===== src/rtl/core/lbpse_ram.sv =====
// Simple dual-port RAM with a registered read.
module lbpse_ram #(
  parameter int WIDTH = 8,
  parameter int DEPTH = 64,
  localparam int AW = (DEPTH > 1) ? $clog2(DEPTH) : 1
) (
  input  logic             clk_i,
  input  logic             we_i,
  input  logic [AW-1:0]    waddr_i,
  input  logic [WIDTH-1:0] wdata_i,
  input  logic             re_i,
  input  logic [AW-1:0]    raddr_i,
  output logic [WIDTH-1:0] rdata_o
);

  logic [WIDTH-1:0] mem_q [DEPTH];

  // Write port.
  always_ff @(posedge clk_i) begin
    if (we_i) begin
      mem_q[waddr_i] <= wdata_i;
    end
  end

  // Registered read port.
  always_ff @(posedge clk_i) begin
    if (re_i) begin
      rdata_o <= mem_q[raddr_i];
    end
  end

endmodule


===== config.mk =====
export PLATFORM = sky130hd
export DESIGN_NAME = lbpse_ram
export DESIGN_NICKNAME = d
export VERILOG_FILES = /design/src/rtl/core/lbpse_ram.sv
export SDC_FILE = /design/constraint.sdc
export NUM_CORES = 1
export LEC_CHECK = 0
export BUFFER_PORTS_ARGS = -buffer_cell sky130_fd_sc_hd__buf_2
export CELL_PAD_IN_SITES_DETAIL_PLACEMENT = 1
export CELL_PAD_IN_SITES_GLOBAL_PLACEMENT = 2
export CORE_ASPECT_RATIO = 2
export CORE_MARGIN = 2
export CORE_UTILIZATION = 50
export DETAILED_ROUTE_END_ITERATION = 7
export HOLD_SLACK_MARGIN = 0.1
export MAX_ROUTING_LAYER = met4
export PLACE_DENSITY_LB_ADDON = 0.1
export SYNTH_ARGS = -nofsm -noshare
export SYNTH_HDL_FRONTEND = slang
export SYNTH_SLANG_ARGS = --single-unit

===== constraint.sdc =====
create_clock -name clk_i -period 2.85 [get_ports clk_i]
set_clock_uncertainty 0.05 [all_clocks]
set_input_delay 0.57 -clock clk_i [delete_from_list [all_inputs] [get_ports clk_i]]
set_output_delay 0.57 -clock clk_i [all_outputs]
set_load 0.02 [all_outputs]

==> run metrics, run 1 <==
Die Area=42,220 µm²; Clock Path Buffers=3; Leak=0.007412 µW; peak supply drop=0.0005977 V; Worst Tran Pin Value=911.5 ps; RePlAce Congestion=0.8232; hold buffers post-CTS=0; synthesized netlist net count=963; Boundary Pins=31; PortBufs=30; First-pass DRT Iterations=5; Die X=146.3 µm; Compound-Gate Fraction of Synth Area=2.064%; highest-delay cell along the critical path=a2111oi_0; CP Data Arrival Time=2800 ps; post-route minimum period=2541 ps; delay-heaviest family, CP=compound AO/OA/AOI/OAI gates; initial core utilization=50.52%; maximum number of pins on one net before global-route repair=65; TNS Setup=0 ps; Main synth FF type=edfxtp_1; vias in the first global route=11.06k; die outline height=288.6 µm; Post-synth EDFFs=520; Crit Path Class=in -> reg; crit-path max cell delay=760 ps; Yosys warning total=0; Reg clk slew, reported paths=70 ps; crit share post-route=89.17%; Slew HR=39.24%; Startpoint Class=input port; Clk Latency, worst-skew pair=570 ps; Buf/Inv on CP=3; RSZ-0062 raised after global routing=false; initial antenna violation count=1; share of layout cells above drive strength 1=31.32%; max-slew violations=0; Crit path required time=3110 ps; clock root cell=clkbuf_16; final setup vio count=0; Final Hold Viols=0; vias per inst=5.993; Resized Gates After CTS=0; first-pass GRT wire length=76,070 µm; simple-gate share of the synthesized area=3.374%; WL/cell=31.28 µm; Hold WC Path Type=in -> reg; area share of fa/ha/maj cells after synthesis=0%; CP cell instances=clkbuf_8, buf_12, mux4_2, nor2b_1, a2111oi_0, buf_4, o41ai_1; # clock sinks=520; final core utilization=57.75%; total gr overflow=0; htree depth=2; Placeable Area=40,080 µm²; sequential area share after synthesis=77.12%; post-CTS setup buffers=0; status=finished clean; initial drt markers=559; Syn Inst Count=940; average size of a mapped cell=21.54 µm²; commonest non-fill, non-tap cells in the layout=520 x edfxtp_1, 126 x mux4_2, 109 x buf_4, 83 x nor2_1, 47 x clkbuf_16; Area Growth Syn to Fin=14.31%; Synth cell types=39; commonest non-fill, non-tap cell in the layout=edfxtp_1; ys async rst share=0%; Residual DRC=0; CTS buffer count=45; DRT Wirelength=51,390 µm; TritonCTS clock tree=done; row cnt=104; main combinational cell family by area after synthesis=multiplexers; CP max FO=18; max frequency=0.3935 GHz; Post-DP HPWL=35,780 µm; P per Cell Area=661.3 nW/µm²; Total Nets Final=1,105; via count=9,846; total power=15,310 µW; Post-DRT Antenna Nets=0; CP Capture Type=register; Mapped Area=20,250 µm²; synthesis-stage register bit count=520; Max-Cap Viols=0; overall global routing resource usage=26.03%; post-synthesis mux area share=15.88%; fill count=3,504; xor-xnor portion of the synthesized cell area=0%
==> sequential cells by signal, summed over array words and instances, names as in the netlist <==
name / flops
mem_q: 512
rdata_o: 8
==> routing by layer <==
layer	track usage, %	share of wire, %
met1	27.77	34
met4	7.888	2.7
met2	50.66	60
met5	-	0
met3	2.401	3.6
==> cell type report <==
type,instances,area [µm²],area share (%)
timing repair buffer,146,1147,4.957
clock buffer,54,1202,5.195
antenna,2,5.005,0.02162
tap,530,663.1,2.865
multi-input combinational,369,4315,18.65
clock inverter,22,196.4,0.8487
sequential,520,15620,67.47
==> final timing paths <==
kind | start | end | slack (ps) | cells after the start
hold / removal | wdata_i[5] | mem_q[36][5]$_DFFE_PP_ | 240 | 1
setup reg to reg | mem_q[1][5]$_DFFE_PP_ | rdata_o[5]$_DFFE_PP_ | 500 | 5
setup / recovery | raddr_i[0] | rdata_o[5]$_DFFE_PP_ | 310 | 7
hold reg to reg | mem_q[5][7]$_DFFE_PP_ | rdata_o[7]$_DFFE_PP_ | 900 | 4
==> cells by family after synthesis <==
kind of cell,count (synthesis)
muxes,162
buffers and inverters,51
and+or+nand+nor,153
DFF,520
AOI/OAI and AO/OA,54
==> stage by stage <==
| stage | cells | setup slack [ps] | hold slack [ps] | cell area [µm²] |
|---|---|---|---|---|
| finish | 1643 | 308.8 | 241.3 | 23140 |
| global route | 1642 | 284.5 | 239.3 | 23140 |
| CTS | 1641 | 287.1 | 227.3 | 23140 |
| detailed placement | 1565 | -282.3 | 814.2 | 21740 |
| global placement | 1565 | -281.0 | 809.1 | 21740 |
| floorplan | 940 | 423.7 | 618.9 | 20250 |
==> worst register-to-register path: stages (launching register included) <==
cell       delay, ps
edfxtp_1         390
mux4_2           460
nor2b_1          140
a2111oi_0        760
buf_4            230
o41ai_1           70
==> Yosys cell counts, types with 4 or more instances <==
cell      count  area (µm²)
nor3_1        7       35.03
a211oi_1      4       30.03
mux4_2      126        2838
buf_6         4       45.04
clkbuf_1     17       63.81
o221ai_1      8       70.07
a221oi_1      6       52.55
nor2b_1      14       87.58
nor2_1       83       311.6
o22ai_1       8       50.05
buf_1         4       15.01
nand2_1      19       71.32
buf_2        11       55.05
nand3_1      13       65.06
mux2_2       13       146.4
mux2i_1      23       230.2
nand2b_1      7       43.79
buf_4        13       97.59
edfxtp_1    520       15610
==> power by group <==
part,total (µW),leakage (µW),internal [µW],switching [µW]
registers,8500,0.00469,8480,21.3
clock network,5940,0.000685,3270,2670
logic,864,0.00204,338,527
No activity file was read; power rests on OpenSTA's default activity.
==> run 2: changes to the inputs <==
==> constraint.sdc (replaced) <==
create_clock -name clk_i -period 2.85 [get_ports clk_i]
set_clock_uncertainty 0.05 [all_clocks]
set_input_delay 0.285 -clock clk_i [delete_from_list [all_inputs] [get_ports clk_i]]
set_output_delay 0.285 -clock clk_i [all_outputs]
set_load 0.02 [all_outputs]
==> run 2 against run 1 <==
Net effect:
- register-to-register slack improved by 120 ps
- die area did not move
- via count fell by 1.0%
- sequential power barely moved
- critical endpoint is now rdata_o[7]$_DFFE_PP_
- largest power group unchanged
- highest routed layer unchanged
==> run metrics, run 2 (synthesis results as in run 1) <==
commonest non-fill, non-tap cell in the layout=edfxtp_1; CP Data Arrival Time=2510 ps; M1 WL=17,670 µm; maximum number of pins on one net before global-route repair=65; via count=9,743; Residual DRC=0; highest-delay cell along the critical path=mux4_2; Top Registers=mem_q: 512 flops, rdata_o: 8 flops; First-pass DRT Iterations=4; Reg clk slew, reported paths=70 ps; RePlAce Congestion=0.9212; final instance area=23,180 µm²; Buf/Inv on CP=2; Final Hold Viols=0; clock root cell=clkbuf_16; Die X=146.3 µm; Area Growth Syn to Fin=14.48%; P per Cell Area=674.1 nW/µm²; Placeable Area=40,080 µm²; PortBufs=30; Clk Latency, worst-skew pair=570 ps; TritonCTS clock tree=done; CP max FO=33; peak supply drop=0.0005233 V; Leak=0.007403 µW; Most flops, register=mem_q; total gr overflow=0; initial core utilization=50.52%; RSZ-0062 raised after global routing=false; Crit path required time=3100 ps; overall global routing resource usage=25.66%; first-pass GRT wire length=74,570 µm; CP Capture Type=register; metal2 WL=29,730 µm; Crit Path Class=in -> reg; crit-path max cell delay=520 ps; Area after DPL=21,660 µm²; post-route minimum period=2255 ps; Boundary Pins=31; vias in the first global route=10.83k; Clock Path Buffers=3; Max-Cap Viols=0; CP cell instances=buf_4, buf_4, mux4_2, mux4_2, o21ai_0, nand2_1; max reg flops=512; # diodes=0; CTS buffer count=45; share of layout cells above drive strength 1=31.05%; initial drt markers=654; Hold WC Path Type=in -> reg; area of the multi-input gates=4315 µm²; highest routed layer=met4; htree depth=2; Post-DRT Antenna Nets=0; TNS Setup=0 ps; DRT Wirelength=50,830 µm; fill count=3,514; max-slew violations=0; Die Area=42,220 µm²; FF+latch area=15,620 µm²; commonest non-fill, non-tap cells in the layout=520 x edfxtp_1, 126 x mux4_2, 103 x buf_4, 83 x nor2_1, 47 x clkbuf_16; die outline height=288.6 µm; Startpoint Class=input port; Total Nets Final=1,098; delay-heaviest family, CP=multiplexers; crit share post-route=79.13%; Slew HR=23.20%; max frequency=0.4434 GHz; vias per inst=5.937; Worst Tran Pin Value=1152 ps; met3 wire length=1539 µm; status=finished clean; final setup vio count=0; row cnt=104; WL/cell=30.98 µm; Post-DP HPWL=34,680 µm; initial antenna violation count=0; # clock sinks=520
run 2: final timing paths:
kind,from,end,slack (ps),cells past startpoint
worst min-delay path,wdata_i[3],mem_q[45][3]$_DFFE_PP_,130,1
worst max register to register,mem_q[20][6]$_DFFE_PP_,rdata_o[6]$_DFFE_PP_,620,5
worst max-delay path,raddr_i[1],rdata_o[7]$_DFFE_PP_,590,6
worst min register to register,mem_q[30][6]$_DFFE_PP_,rdata_o[6]$_DFFE_PP_,910,3
run 2: worst register-to-register path, cell delays in order, from the launching register on:
cell and delay [ps]:
edfxtp_1 360, mux4_2 490, mux2_2 320, o221a_2 280, nor3_1 340, o32ai_1 140
run 2: what timing repair did:
action / CTS / global route
buffers inserted: 0 / 0
hold buffers: 1 / 0
setup endpoints to repair: 0 / 0
gates resized for setup: 0 / 0
hold endpoints to repair: 8 / 0
run 2: report_power, final:
part	leakage, µW	internal [µW]	switching (µW)
logic	0.00200	328	523
registers	0.00469	8480	17.6
clock network	0.000722	3560	2720
run 2: per-layer routing:
layer  GRT usage [%]  vias up
li1                -     4190
met1           27.18     5237
met2           49.26      227
met3           2.670       89
met4           9.078        0
met5               -        -
run 2: cell type report:
class	count	area share (%)
Clock buffer	52	5.155
Clock inverter	31	1.371
Multi-Input combinational cell	369	18.62
Sequential cell	520	67.37
Tap cell	530	2.861
Timing Repair Buffer	139	4.626
run 2: through the flow:
| step | std cells | setup WS [ps] | power (µW) | hold WS (ps) | utilization [%] |
|---|---|---|---|---|---|
| 2_1_floorplan | 940 | 708.7 | 9120 | 333.9 | - |
| 3_3_place_gp | 1557 | 83.87 | 9491 | 614.7 | 54.03 |
| 3_5_place_dp | 1557 | 10.67 | 9526 | 629.4 | 54.03 |
| 4_1_cts | 1641 | 608.0 | 15740 | 135.8 | 57.83 |
| 5_1_grt | 1641 | 548.6 | 16010 | 154.1 | 57.83 |
| 6_report | 1641 | 594.7 | 15620 | 133.3 | 57.83 |
