--- src/rtl/core/lbpse_pkg.sv ---
// Shared types and constants of the blink-pattern LED encoder.
package lbpse_pkg;

  // Default table depth.
  localparam int MAX_LEDS_DEF = 64;

  // Command codes.
  localparam logic [2:0] CMD_SET_STATE     = 3'd0;
  localparam logic [2:0] CMD_SET_INTENSITY = 3'd1;
  localparam logic [2:0] CMD_SET_COLOR     = 3'd2;
  localparam logic [2:0] CMD_CONFIG_ON_OFF = 3'd3;
  localparam logic [2:0] CMD_SET_PATTERN   = 3'd4;
  localparam logic [2:0] CMD_REFRESH       = 3'd5;

  // Configuration register indexes.
  localparam logic [1:0] CFG_LED_COUNT = 2'd0;
  localparam logic [1:0] CFG_CODE_ONE  = 2'd1;
  localparam logic [1:0] CFG_CODE_ZERO = 2'd2;

  // Configuration reset values.
  localparam logic [6:0] LED_COUNT_RESET = 7'd64;
  localparam logic [7:0] CODE_RESET      = 8'd0;

  // Channel scaling: floor(p / 100) is (p * 5243) >> 19 for every product
  // below 25600, and products of 25600 or more saturate.
  localparam logic [12:0] RECIP_FACTOR = 13'd5243;
  localparam int          RECIP_SHIFT  = 19;
  localparam logic [15:0] SAT_PRODUCT  = 16'd25600;
  localparam logic [7:0]  CHAN_MAX     = 8'hFF;

  // Colour bits per LED.
  localparam logic [4:0] WORD_BITS = 5'd24;

  // One command transfer.
  typedef struct packed {
    logic [2:0]  cmd;
    logic [7:0]  led_index;
    logic        force_on;
    logic [7:0]  level_percent;
    logic [23:0] on_color;
    logic [23:0] off_color;
    logic [7:0]  on_ticks;
    logic [7:0]  off_ticks;
  } cmd_item_t;

  // One result transfer.
  typedef struct packed {
    logic [7:0] code_byte;
    logic [7:0] out_led;
    logic       last;
  } res_item_t;

  // One configuration write.
  typedef struct packed {
    logic [1:0] reg_index;
    logic [7:0] wdata;
  } cfg_item_t;

  // One table entry.
  typedef struct packed {
    logic [7:0]  lit_ticks;
    logic [7:0]  dark_ticks;
    logic [8:0]  blink_timer;
    logic [23:0] color_lit;
    logic [23:0] color_dark;
    logic [7:0]  percent;
  } entry_t;

  localparam int ENTRY_W = $bits(entry_t);

  localparam entry_t ENTRY_RESET = '{
    lit_ticks:   8'd0,
    dark_ticks:  8'd0,
    blink_timer: 9'd0,
    color_lit:   24'h0000FF,
    color_dark:  24'h000000,
    percent:     8'd100
  };

  // Request to the channel scaler.
  typedef struct packed {
    logic        start;
    logic [23:0] grb;
    logic [7:0]  pct;
  } scale_req_t;

  // Load request to the serialiser.
  typedef struct packed {
    logic        load;
    logic [23:0] word;
    logic [7:0]  led;
  } shift_load_t;

endpackage

--- src/rtl/core/lbpse_scale.sv ---
// Scales the three colour channels by a percentage, one byte digit per cycle.
module lbpse_scale (
  input  logic                   clk_i,
  input  logic                   rst_ni,
  input  lbpse_pkg::scale_req_t  req_i,
  output logic                   done_o,
  output logic [23:0]            word_o
);

  logic [23:0] src_q;
  logic [7:0]  pct_q;
  logic [1:0]  iss_q;
  logic [15:0] prod_q;
  logic        pv_q;
  logic [23:0] res_q;
  logic        done_q;
  logic [28:0] recip_prod;
  logic [7:0]  chan;

  // Control: bytes still to issue, product valid and completion flag.
  always_ff @(posedge clk_i or negedge rst_ni) begin
    if (!rst_ni) begin
      iss_q  <= 2'd0;
      pv_q   <= 1'b0;
      done_q <= 1'b0;
    end else begin
      pv_q   <= (iss_q != 2'd0);
      done_q <= pv_q && (iss_q == 2'd0);
      if (req_i.start) begin
        iss_q <= 2'd3;
      end else if (iss_q != 2'd0) begin
        iss_q <= iss_q - 2'd1;
      end
    end
  end

  // Source shift register feeds the multiplier one channel at a time.
  always_ff @(posedge clk_i) begin
    if (req_i.start) begin
      src_q <= req_i.grb;
      pct_q <= req_i.pct;
    end else if (iss_q != 2'd0) begin
      src_q <= {src_q[15:0], 8'd0};
    end
    if (iss_q != 2'd0) begin
      prod_q <= 16'(src_q[23:16]) * 16'(pct_q);
    end
  end

  // Divide by 100 through the reciprocal, with saturation.
  assign recip_prod = 29'(prod_q) * 29'(lbpse_pkg::RECIP_FACTOR);
  assign chan = (prod_q >= lbpse_pkg::SAT_PRODUCT) ? lbpse_pkg::CHAN_MAX
              : recip_prod[lbpse_pkg::RECIP_SHIFT +: 8];

  // Result shift register collects the scaled channels in order.
  always_ff @(posedge clk_i) begin
    if (pv_q) begin
      res_q <= {res_q[15:0], chan};
    end
  end

  assign done_o = done_q;
  assign word_o = res_q;

endmodule

--- config.mk ---
export PLATFORM = sky130hd
export DESIGN_NAME = lbpse_scale
export DESIGN_NICKNAME = d
export VERILOG_FILES = /design/src/rtl/core/lbpse_pkg.sv /design/src/rtl/core/lbpse_scale.sv
export SDC_FILE = /design/constraint.sdc
export NUM_CORES = 1
export LEC_CHECK = 0
export ABC_CLOCK_PERIOD_IN_PS = 6700
export BUFFER_PORTS_ARGS = -buffer_cell sky130_fd_sc_hd__buf_2
export CAP_MARGIN = 20
export CELL_PAD_IN_SITES_DETAIL_PLACEMENT = 1
export CELL_PAD_IN_SITES_GLOBAL_PLACEMENT = 2
export CORE_ASPECT_RATIO = 1.25
export CORE_MARGIN = 4
export CORE_UTILIZATION = 42
export CTS_CLUSTER_DIAMETER = 100
export DETAILED_ROUTE_END_ITERATION = 7
export PLACE_DENSITY = 0.78
export SETUP_SLACK_MARGIN = 0.4
export SLEW_MARGIN = 25
export SYNTH_ARGS = -nofsm -noshare
export SYNTH_HDL_FRONTEND = slang
export SYNTH_SLANG_ARGS = --single-unit
--- constraint.sdc ---
create_clock -name clk_i -period 6.7 [get_ports clk_i]
set_clock_uncertainty 0.15 [all_clocks]
set_input_delay 1.34 -clock clk_i [delete_from_list [all_inputs] [get_ports clk_i]]
set_output_delay 1.34 -clock clk_i [all_outputs]
set_load 0.01 [all_outputs]
==> metrics.csv, run 1 <==
metric;value;unit
outcome;complete, no violations;
synth_mux_area_frac;0.0209;
worstHoldPathType;reg -> reg;
critPathLaunchType;flop;
grt_pass1_vias;6457;
ant_nets;0;
grt_antenna_before_repair;0;
fin_tns_setup;0;ns
final_common_cell;inv_1;
avgSynthCellArea;11.0;um2
cp_slowest_stage_delay;0.64;ns
synth-seq-area-share;0.262;
dp_hpwl;16.2;mm
yosysUniqueCellTypes;44;
yosys.area_share.simple;0.0854;
drt-total-wl;18.5;mm
cts_tree;built;
syn_inst;783;
synth_fa_ha_area_frac;0.466;
netlist.area_leader.share;0.255;
cts.clk_slew.worst_paths;0.06;ns
cap_violations;0;
hold_viol;0;
globalplace.congestion;0.845;
path_max_fanout;9;
start_util;0.428;
cts_buffer_depth;2;
setup_viol;0;
num_antenna_cells;0;
worstMarginPinSlew;0.718;ns
drt-vias-per-instance;4.86;
nNetsFinal;1140;
netlist_area;0.00863;mm2
core_region_area;0.0202;mm2
synth_top_family_by_area;adder cells;
via_count;5465;
rsz0062_at_grt;no;
synth_edf_count;72;
endpoint_kind;flop;
fmax;189;MHz
synth_area_leaders;fa_1 26%, edfxtp_1 25%, ha_1 21%;
final_cell_mix;208 x inv_1, 145 x ha_1, 110 x fa_1;
htree_levels;3;
io_pins;60;
crit_arrival;5.22;ns
numCtsBuffers;9;
period_minus_slack;5.30;ns
grt_max_degree;36;
die_w;136;um
final.period_utilization;0.790;
cts_resized;0;
grt.overflow.total;0;
synthXorXnorAreaFrac;0.0234;
ys_seq_elements;76;
clock_sinks;76;
post_drt_wl_per_cell;16.5;um
drive_gt1_frac;0.116;
row_count;58;
areaGrowthSynthToFinish;10.7;%
dieArea;0.0229;mm2
post-cts-setup-buffers;0;
crit_required;6.63;ns
root_buffer;clkbuf_16;
grtUsageTotal;0.176;
synthArstFlopShare;0.0526;
grt_pass1_wl;31.7;mm
detail_route.iter0.violations;169;
critPathSlowestCell;edfxtp_1;
synthFlopType;edfxtp_1;
slew_violations;0;
path_class;reg -> reg;
syn_nets;1073;
port-buffer-count;59;
ys.warnings.count;0;
clk_latency;0.34;ns
synth_compound_area_frac;0.0508;
crit_path_cell_trace;fa_1, ha_1, inv_1, fa_1, inv_1, fa_1, inv_1, fa_1, inv_1, ha_1, nand3_1, nor4_1, a31oi_1, a31oi_1, a21boi_1, xnor2_1, nand2b_1;
hold_depth;0;
reg2regPathDepth;17;
relSlewSlack;0.522;
synth_area_leader_cell;fa_1;
fp.dieH;168;um
drc;0;
first_pass_iters;4;
postCtsHoldBufs;0;
-- per-stage QoR --
stage | hold slack [ns] | utilization | std cells | instance area [um2] | setup WS (ns)
after global routing | 0.309 | 0.473 | 1125 | 9550 | 0.976
after floorplan | 0.312 | - | 783 | 8630 | 1.95
after detailed placement | 0.287 | 0.458 | 1109 | 9250 | 1.42
final | 0.297 | 0.473 | 1125 | 9550 | 1.40
after CTS | 0.303 | 0.473 | 1125 | 9550 | 1.41
after global placement | 0.273 | 0.458 | 1109 | 9250 | 1.55
-- registers in the layout, indices dropped and copies added (netlist names) --
name    count
word_o     24
src_q      24
pv_q        1
prod_q     16
pct_q       8
done_o      1
iss_q       2
-- path summary, 6_finish.rpt --
kind                             from          to  slack, ns
hold reg to reg            word_o[12]  word_o[20]       0.30
setup / recovery           prod_q[13]   word_o[6]       1.40
hold / removal             word_o[12]  word_o[20]       0.30
min in group asynchronous      rst_ni    iss_q[0]       0.64
setup reg to reg           prod_q[13]   word_o[6]       1.40
max in group asynchronous      rst_ni        pv_q       5.63
-- critical path, delay by kind of cell (launching register included) --
kind,cells,cell delay (ns)
simple gates,3,0.59
buf+inv,4,0.21
fa+ha+maj,6,2.64
compound gates,3,0.66
xor+xnor,1,0.15
flops,1,0.64
-- cell families (layout without fill, tap and decap cells) --
| family | count (synthesis) | count (layout) |
|---|---|---|
| buffers and inverters | 211 | 283 |
| XOR/XNOR | 23 | 23 |
| adder cells (fa/ha/maj) | 255 | 255 |
| AND/OR/NAND/NOR | 138 | 138 |
| flip-flops | 76 | 76 |
| AO/OA/AOI/OAI | 64 | 64 |
| multiplexers | 16 | 16 |
-- synthesized netlist by cell type, types with 2 or more instances --
cell	instances
inv_1	208
ha_1	145
fa_1	110
edfxtp_1	72
and2_1	59
nand2_1	35
a21oi_1	18
xnor2_1	17
mux2_2	16
nor2_1	14
o21ai_0	11
nand3_1	7
o21a_1	7
xor2_1	6
a21o_1	5
dfrtp_1	4
nand2b_1	4
nand4_1	4
nor4_1	4
a31oi_1	3
clkbuf_1	3
nor3_1	3
or3_1	3
a211oi_1	2
a21oi_2	2
o211ai_1	2
o21ai_1	2
-- per-layer routing --
layer	vias up	track usage	wire (um)	share of wire
met5	-	0	0	0
met4	0	0.0491	334	0.018
met3	18	0.0251	405	0.022
met2	65	0.337	10400	0.56
met1	2751	0.200	7410	0.40
li1	2631	-	-	-
-- area by class of cell --
type                            count  area [um2]
Timing Repair Buffer               59         295
Tap cell                          270         338
Multi-Input combinational cell    496        5580
Fill cell                        2303       10600
Sequential cell                    76        2260
Clock buffer                       12         267
Inverter                          208         781
Clock inverter                      4        30.0
Power of run 1 is left out: the tool's default activity adds up to more than one toggle a clock period on the data nets, which glitch-free logic cannot reach.
==> run 2, diff against run 1 <==
ABC_CLOCK_PERIOD_IN_PS = 4800   (was 6700)
CORE_UTILIZATION = 38   (was 42)
PLACE_DENSITY = 0.74   (was 0.78)
clock period = 4.8 ns   (was 6.7 ns; I/O delays follow)
==> run 2 against run 1 <==
Sequential share of layout area fell by 3.2 points. Final area increased by 16%. Via count is 9.5% higher. Die area is 10% higher. Core utilization is 2.2 points higher. Final cell count up 11%. Setup slack worse by 1.6 ns. The run now ends with negative setup slack left. Critical endpoint unchanged.
==> metrics.csv, run 2 (synthesis results as in run 1) <==
metric;value;unit;change
crit_buf_inv;7;;was 4
cts.clk_slew.worst_paths;0.06;ns;about the same
final.period_utilization;1.03;;was 0.790
outcome;complete, but fails checks;;was complete, no violations
grt_max_degree;36;;unchanged
drt-vias-per-instance;4.79;;was 4.86
start_util;0.387;;was 0.428
die_w;143;um;was 136 um
startpoint;prod_q[11];;was prod_q[13]
final_cell_mix;190 x inv_1, 117 x ha_1, 107 x fa_1;;was 208 x inv_1, 145 x ha_1, 110 x fa_1
fmax;202;MHz;was 189 MHz
post_drt_wl_per_cell;17.1;um;was 16.5 um
via_count;5983;;was 5465
period_minus_slack;4.96;ns;was 5.30 ns
grt_pass1_wl;34.9;mm;was 31.7 mm
final_common_cell;inv_1;;unchanged
path_delay_family;adder cells;;unchanged
ff_latch_area;0.00226;mm2;about the same
clk_latency;0.34;ns;about the same
io_pins;60;;unchanged
root_buffer;clkbuf_16;;unchanged
critPathMostFrequentCell;fa_1;;
first_pass_iters;4;;unchanged
cp_slowest_stage_delay;0.53;ns;was 0.64 ns
row_count;61;;was 58
slew_violations;0;;unchanged
globalplace.congestion;0.854;;was 0.845
grt_pass1_vias;7029;;was 6457
clock_sinks;76;;unchanged
multi_input_area;0.00616;mm2;was 0.00558 mm2
grt.overflow.total;0;;unchanged
htree_levels;3;;unchanged
areaGrowthSynthToFinish;27.9;%;was 10.7%
rsz0062_at_grt;yes;;was no
grtUsageTotal;0.176;;about the same
crit_arrival;4.88;ns;was 5.22 ns
worstMarginPinSlew;0.975;ns;was 0.718 ns
numCtsBuffers;9;;unchanged
port-buffer-count;59;;unchanged
ant_nets;0;;unchanged
path_class;reg -> reg;;unchanged
r2r_start;prod_q[11];;was prod_q[13]
drt-total-wl;21.3;mm;was 18.5 mm
critPathLaunchType;flop;;unchanged
worstHoldPathType;in -> async;;was reg -> reg
postCtsHoldBufs;0;;unchanged
hold_viol;0;;unchanged
violations;negative setup slack;;
drc;0;;unchanged
core_region_area;0.0223;mm2;was 0.0202 mm2
dieArea;0.0252;mm2;was 0.0229 mm2
path_max_fanout;5;;was 9
cap_violations;0;;unchanged
fillers;2410;;was 2303
dp_hpwl;16.7;mm;was 16.2 mm
detail_route.iter0.violations;131;;was 169
crit_required;4.72;ns;was 6.63 ns
crit_path_cell_trace;buf_6, fa_1, ha_1, inv_1, fa_1, inv_1, fa_1, inv_1, fa_1, inv_2, ha_4, nand3_4, buf_6, nor2_2, o21ai_1, buf_4, a31oi_4, a21boi_2, xnor2_1, nand2b_1;;was fa_1, ha_1, inv_1, fa_1, inv_1, fa_1, inv_1, fa_1, inv_1, ha_1, nand3_1, nor4_1, a31oi_1, a31oi_1, a21boi_1, xnor2_1, nand2b_1
endpoint_kind;flop;;unchanged
critPathSlowestCell;fa_1;;was edfxtp_1
fin_tns_setup;-0.830;ns;was 0 ns
relSlewSlack;0.350;;was 0.522
grt_antenna_before_repair;0;;unchanged
drive_gt1_frac;0.304;;was 0.116
cts_buffer_depth;2;;unchanged
cts_tree;built;;unchanged
worst_slack;-0.158;ns;was 1.40 ns
setup_viol;8;;was 0
fp.dieH;176;um;was 168 um
nNetsFinal;1251;;was 1140
num_antenna_cells;0;;unchanged
## run 2: changes by cell type in the layout (fill, tap and decap cells not counted), moves of 6 or more
| cell | previous run | this run |
|---|---|---|
| inv_2 | 0 | 18 |
| o21ai_0 | 11 | 4 |
| and2_1 | 59 | 53 |
| ha_4 | 0 | 25 |
| inv_1 | 208 | 190 |
| ha_1 | 145 | 117 |
| a21oi_1 | 18 | 11 |
| a21oi_2 | 2 | 8 |
| and2_4 | 0 | 6 |
| buf_4 | 0 | 95 |
| buf_6 | 0 | 16 |
## run 2: routing by layer
| metal | up-vias | GRT usage | wire [um] |
|---|---|---|---|
| met4 | 0 | 0.0658 | 1020 |
| met2 | 85 | 0.350 | 12100 |
| met3 | 47 | 0.0233 | 418 |
| li1 | 2844 | - | - |
| met1 | 3007 | 0.184 | 7750 |
| met5 | - | 0 | 0 |
## run 2: layout make-up
type / count / area share
Clock buffer: 10 / 0.0208
Clock inverter: 6 / 0.00578
Inverter: 208 / 0.0708
Multi-Input combinational cell: 496 / 0.558
Sequential cell: 76 / 0.205
Tap cell: 283 / 0.0321
Timing Repair Buffer: 170 / 0.108
## run 2: worst register-to-register path, cell delays in order, from the launching register on
cell and delay, ns:
edfxtp_1 0.46, buf_6 0.18, fa_1 0.42, ha_1 0.32, inv_1 0.08, fa_1 0.53, inv_1 0.07, fa_1 0.52
inv_1 0.06, fa_1 0.49, inv_2 0.05, ha_4 0.27, nand3_4 0.08, buf_6 0.13, nor2_2 0.10, o21ai_1 0.09
buf_4 0.16, a31oi_4 0.21, a21boi_2 0.09, xnor2_1 0.12, nand2b_1 0.13
## run 2: what timing repair did
action                     in CTS  in global routing
buffers inserted               46                  4
setup endpoints to repair      14                 15
resized for setup              83                 16
pin swaps                      81                 29
## run 2: worst paths after layout
| kind | cells after the start | slack (ns) | endpoint |
|---|---|---|---|
| setup / recovery | 20 | -0.16 | word_o[6] |
| hold / removal | 1 | 0.26 | iss_q[1] |
| setup reg to reg | 20 | -0.16 | word_o[6] |
| hold reg to reg | 0 | 0.29 | word_o[20] |
| max in group asynchronous | 1 | 4.12 | iss_q[0] |
| min in group clk_i | 0 | 0.29 | word_o[20] |
## run 2: through the flow
stage               hold WS (ns)  setup WS (ns)  cell area, um2  utilization  cells
detailed placement         0.277         -0.238            9880        0.443   1183
finish                     0.263         -0.158           11000        0.495   1249
floorplan                  0.312         0.0890            8780            -    783
CTS                        0.249        -0.0474           10900        0.491   1245
global route               0.251         -0.353           11000        0.495   1249
global placement           0.276         -0.174            9880        0.443   1183
Power of run 2 is left out for the same reason.
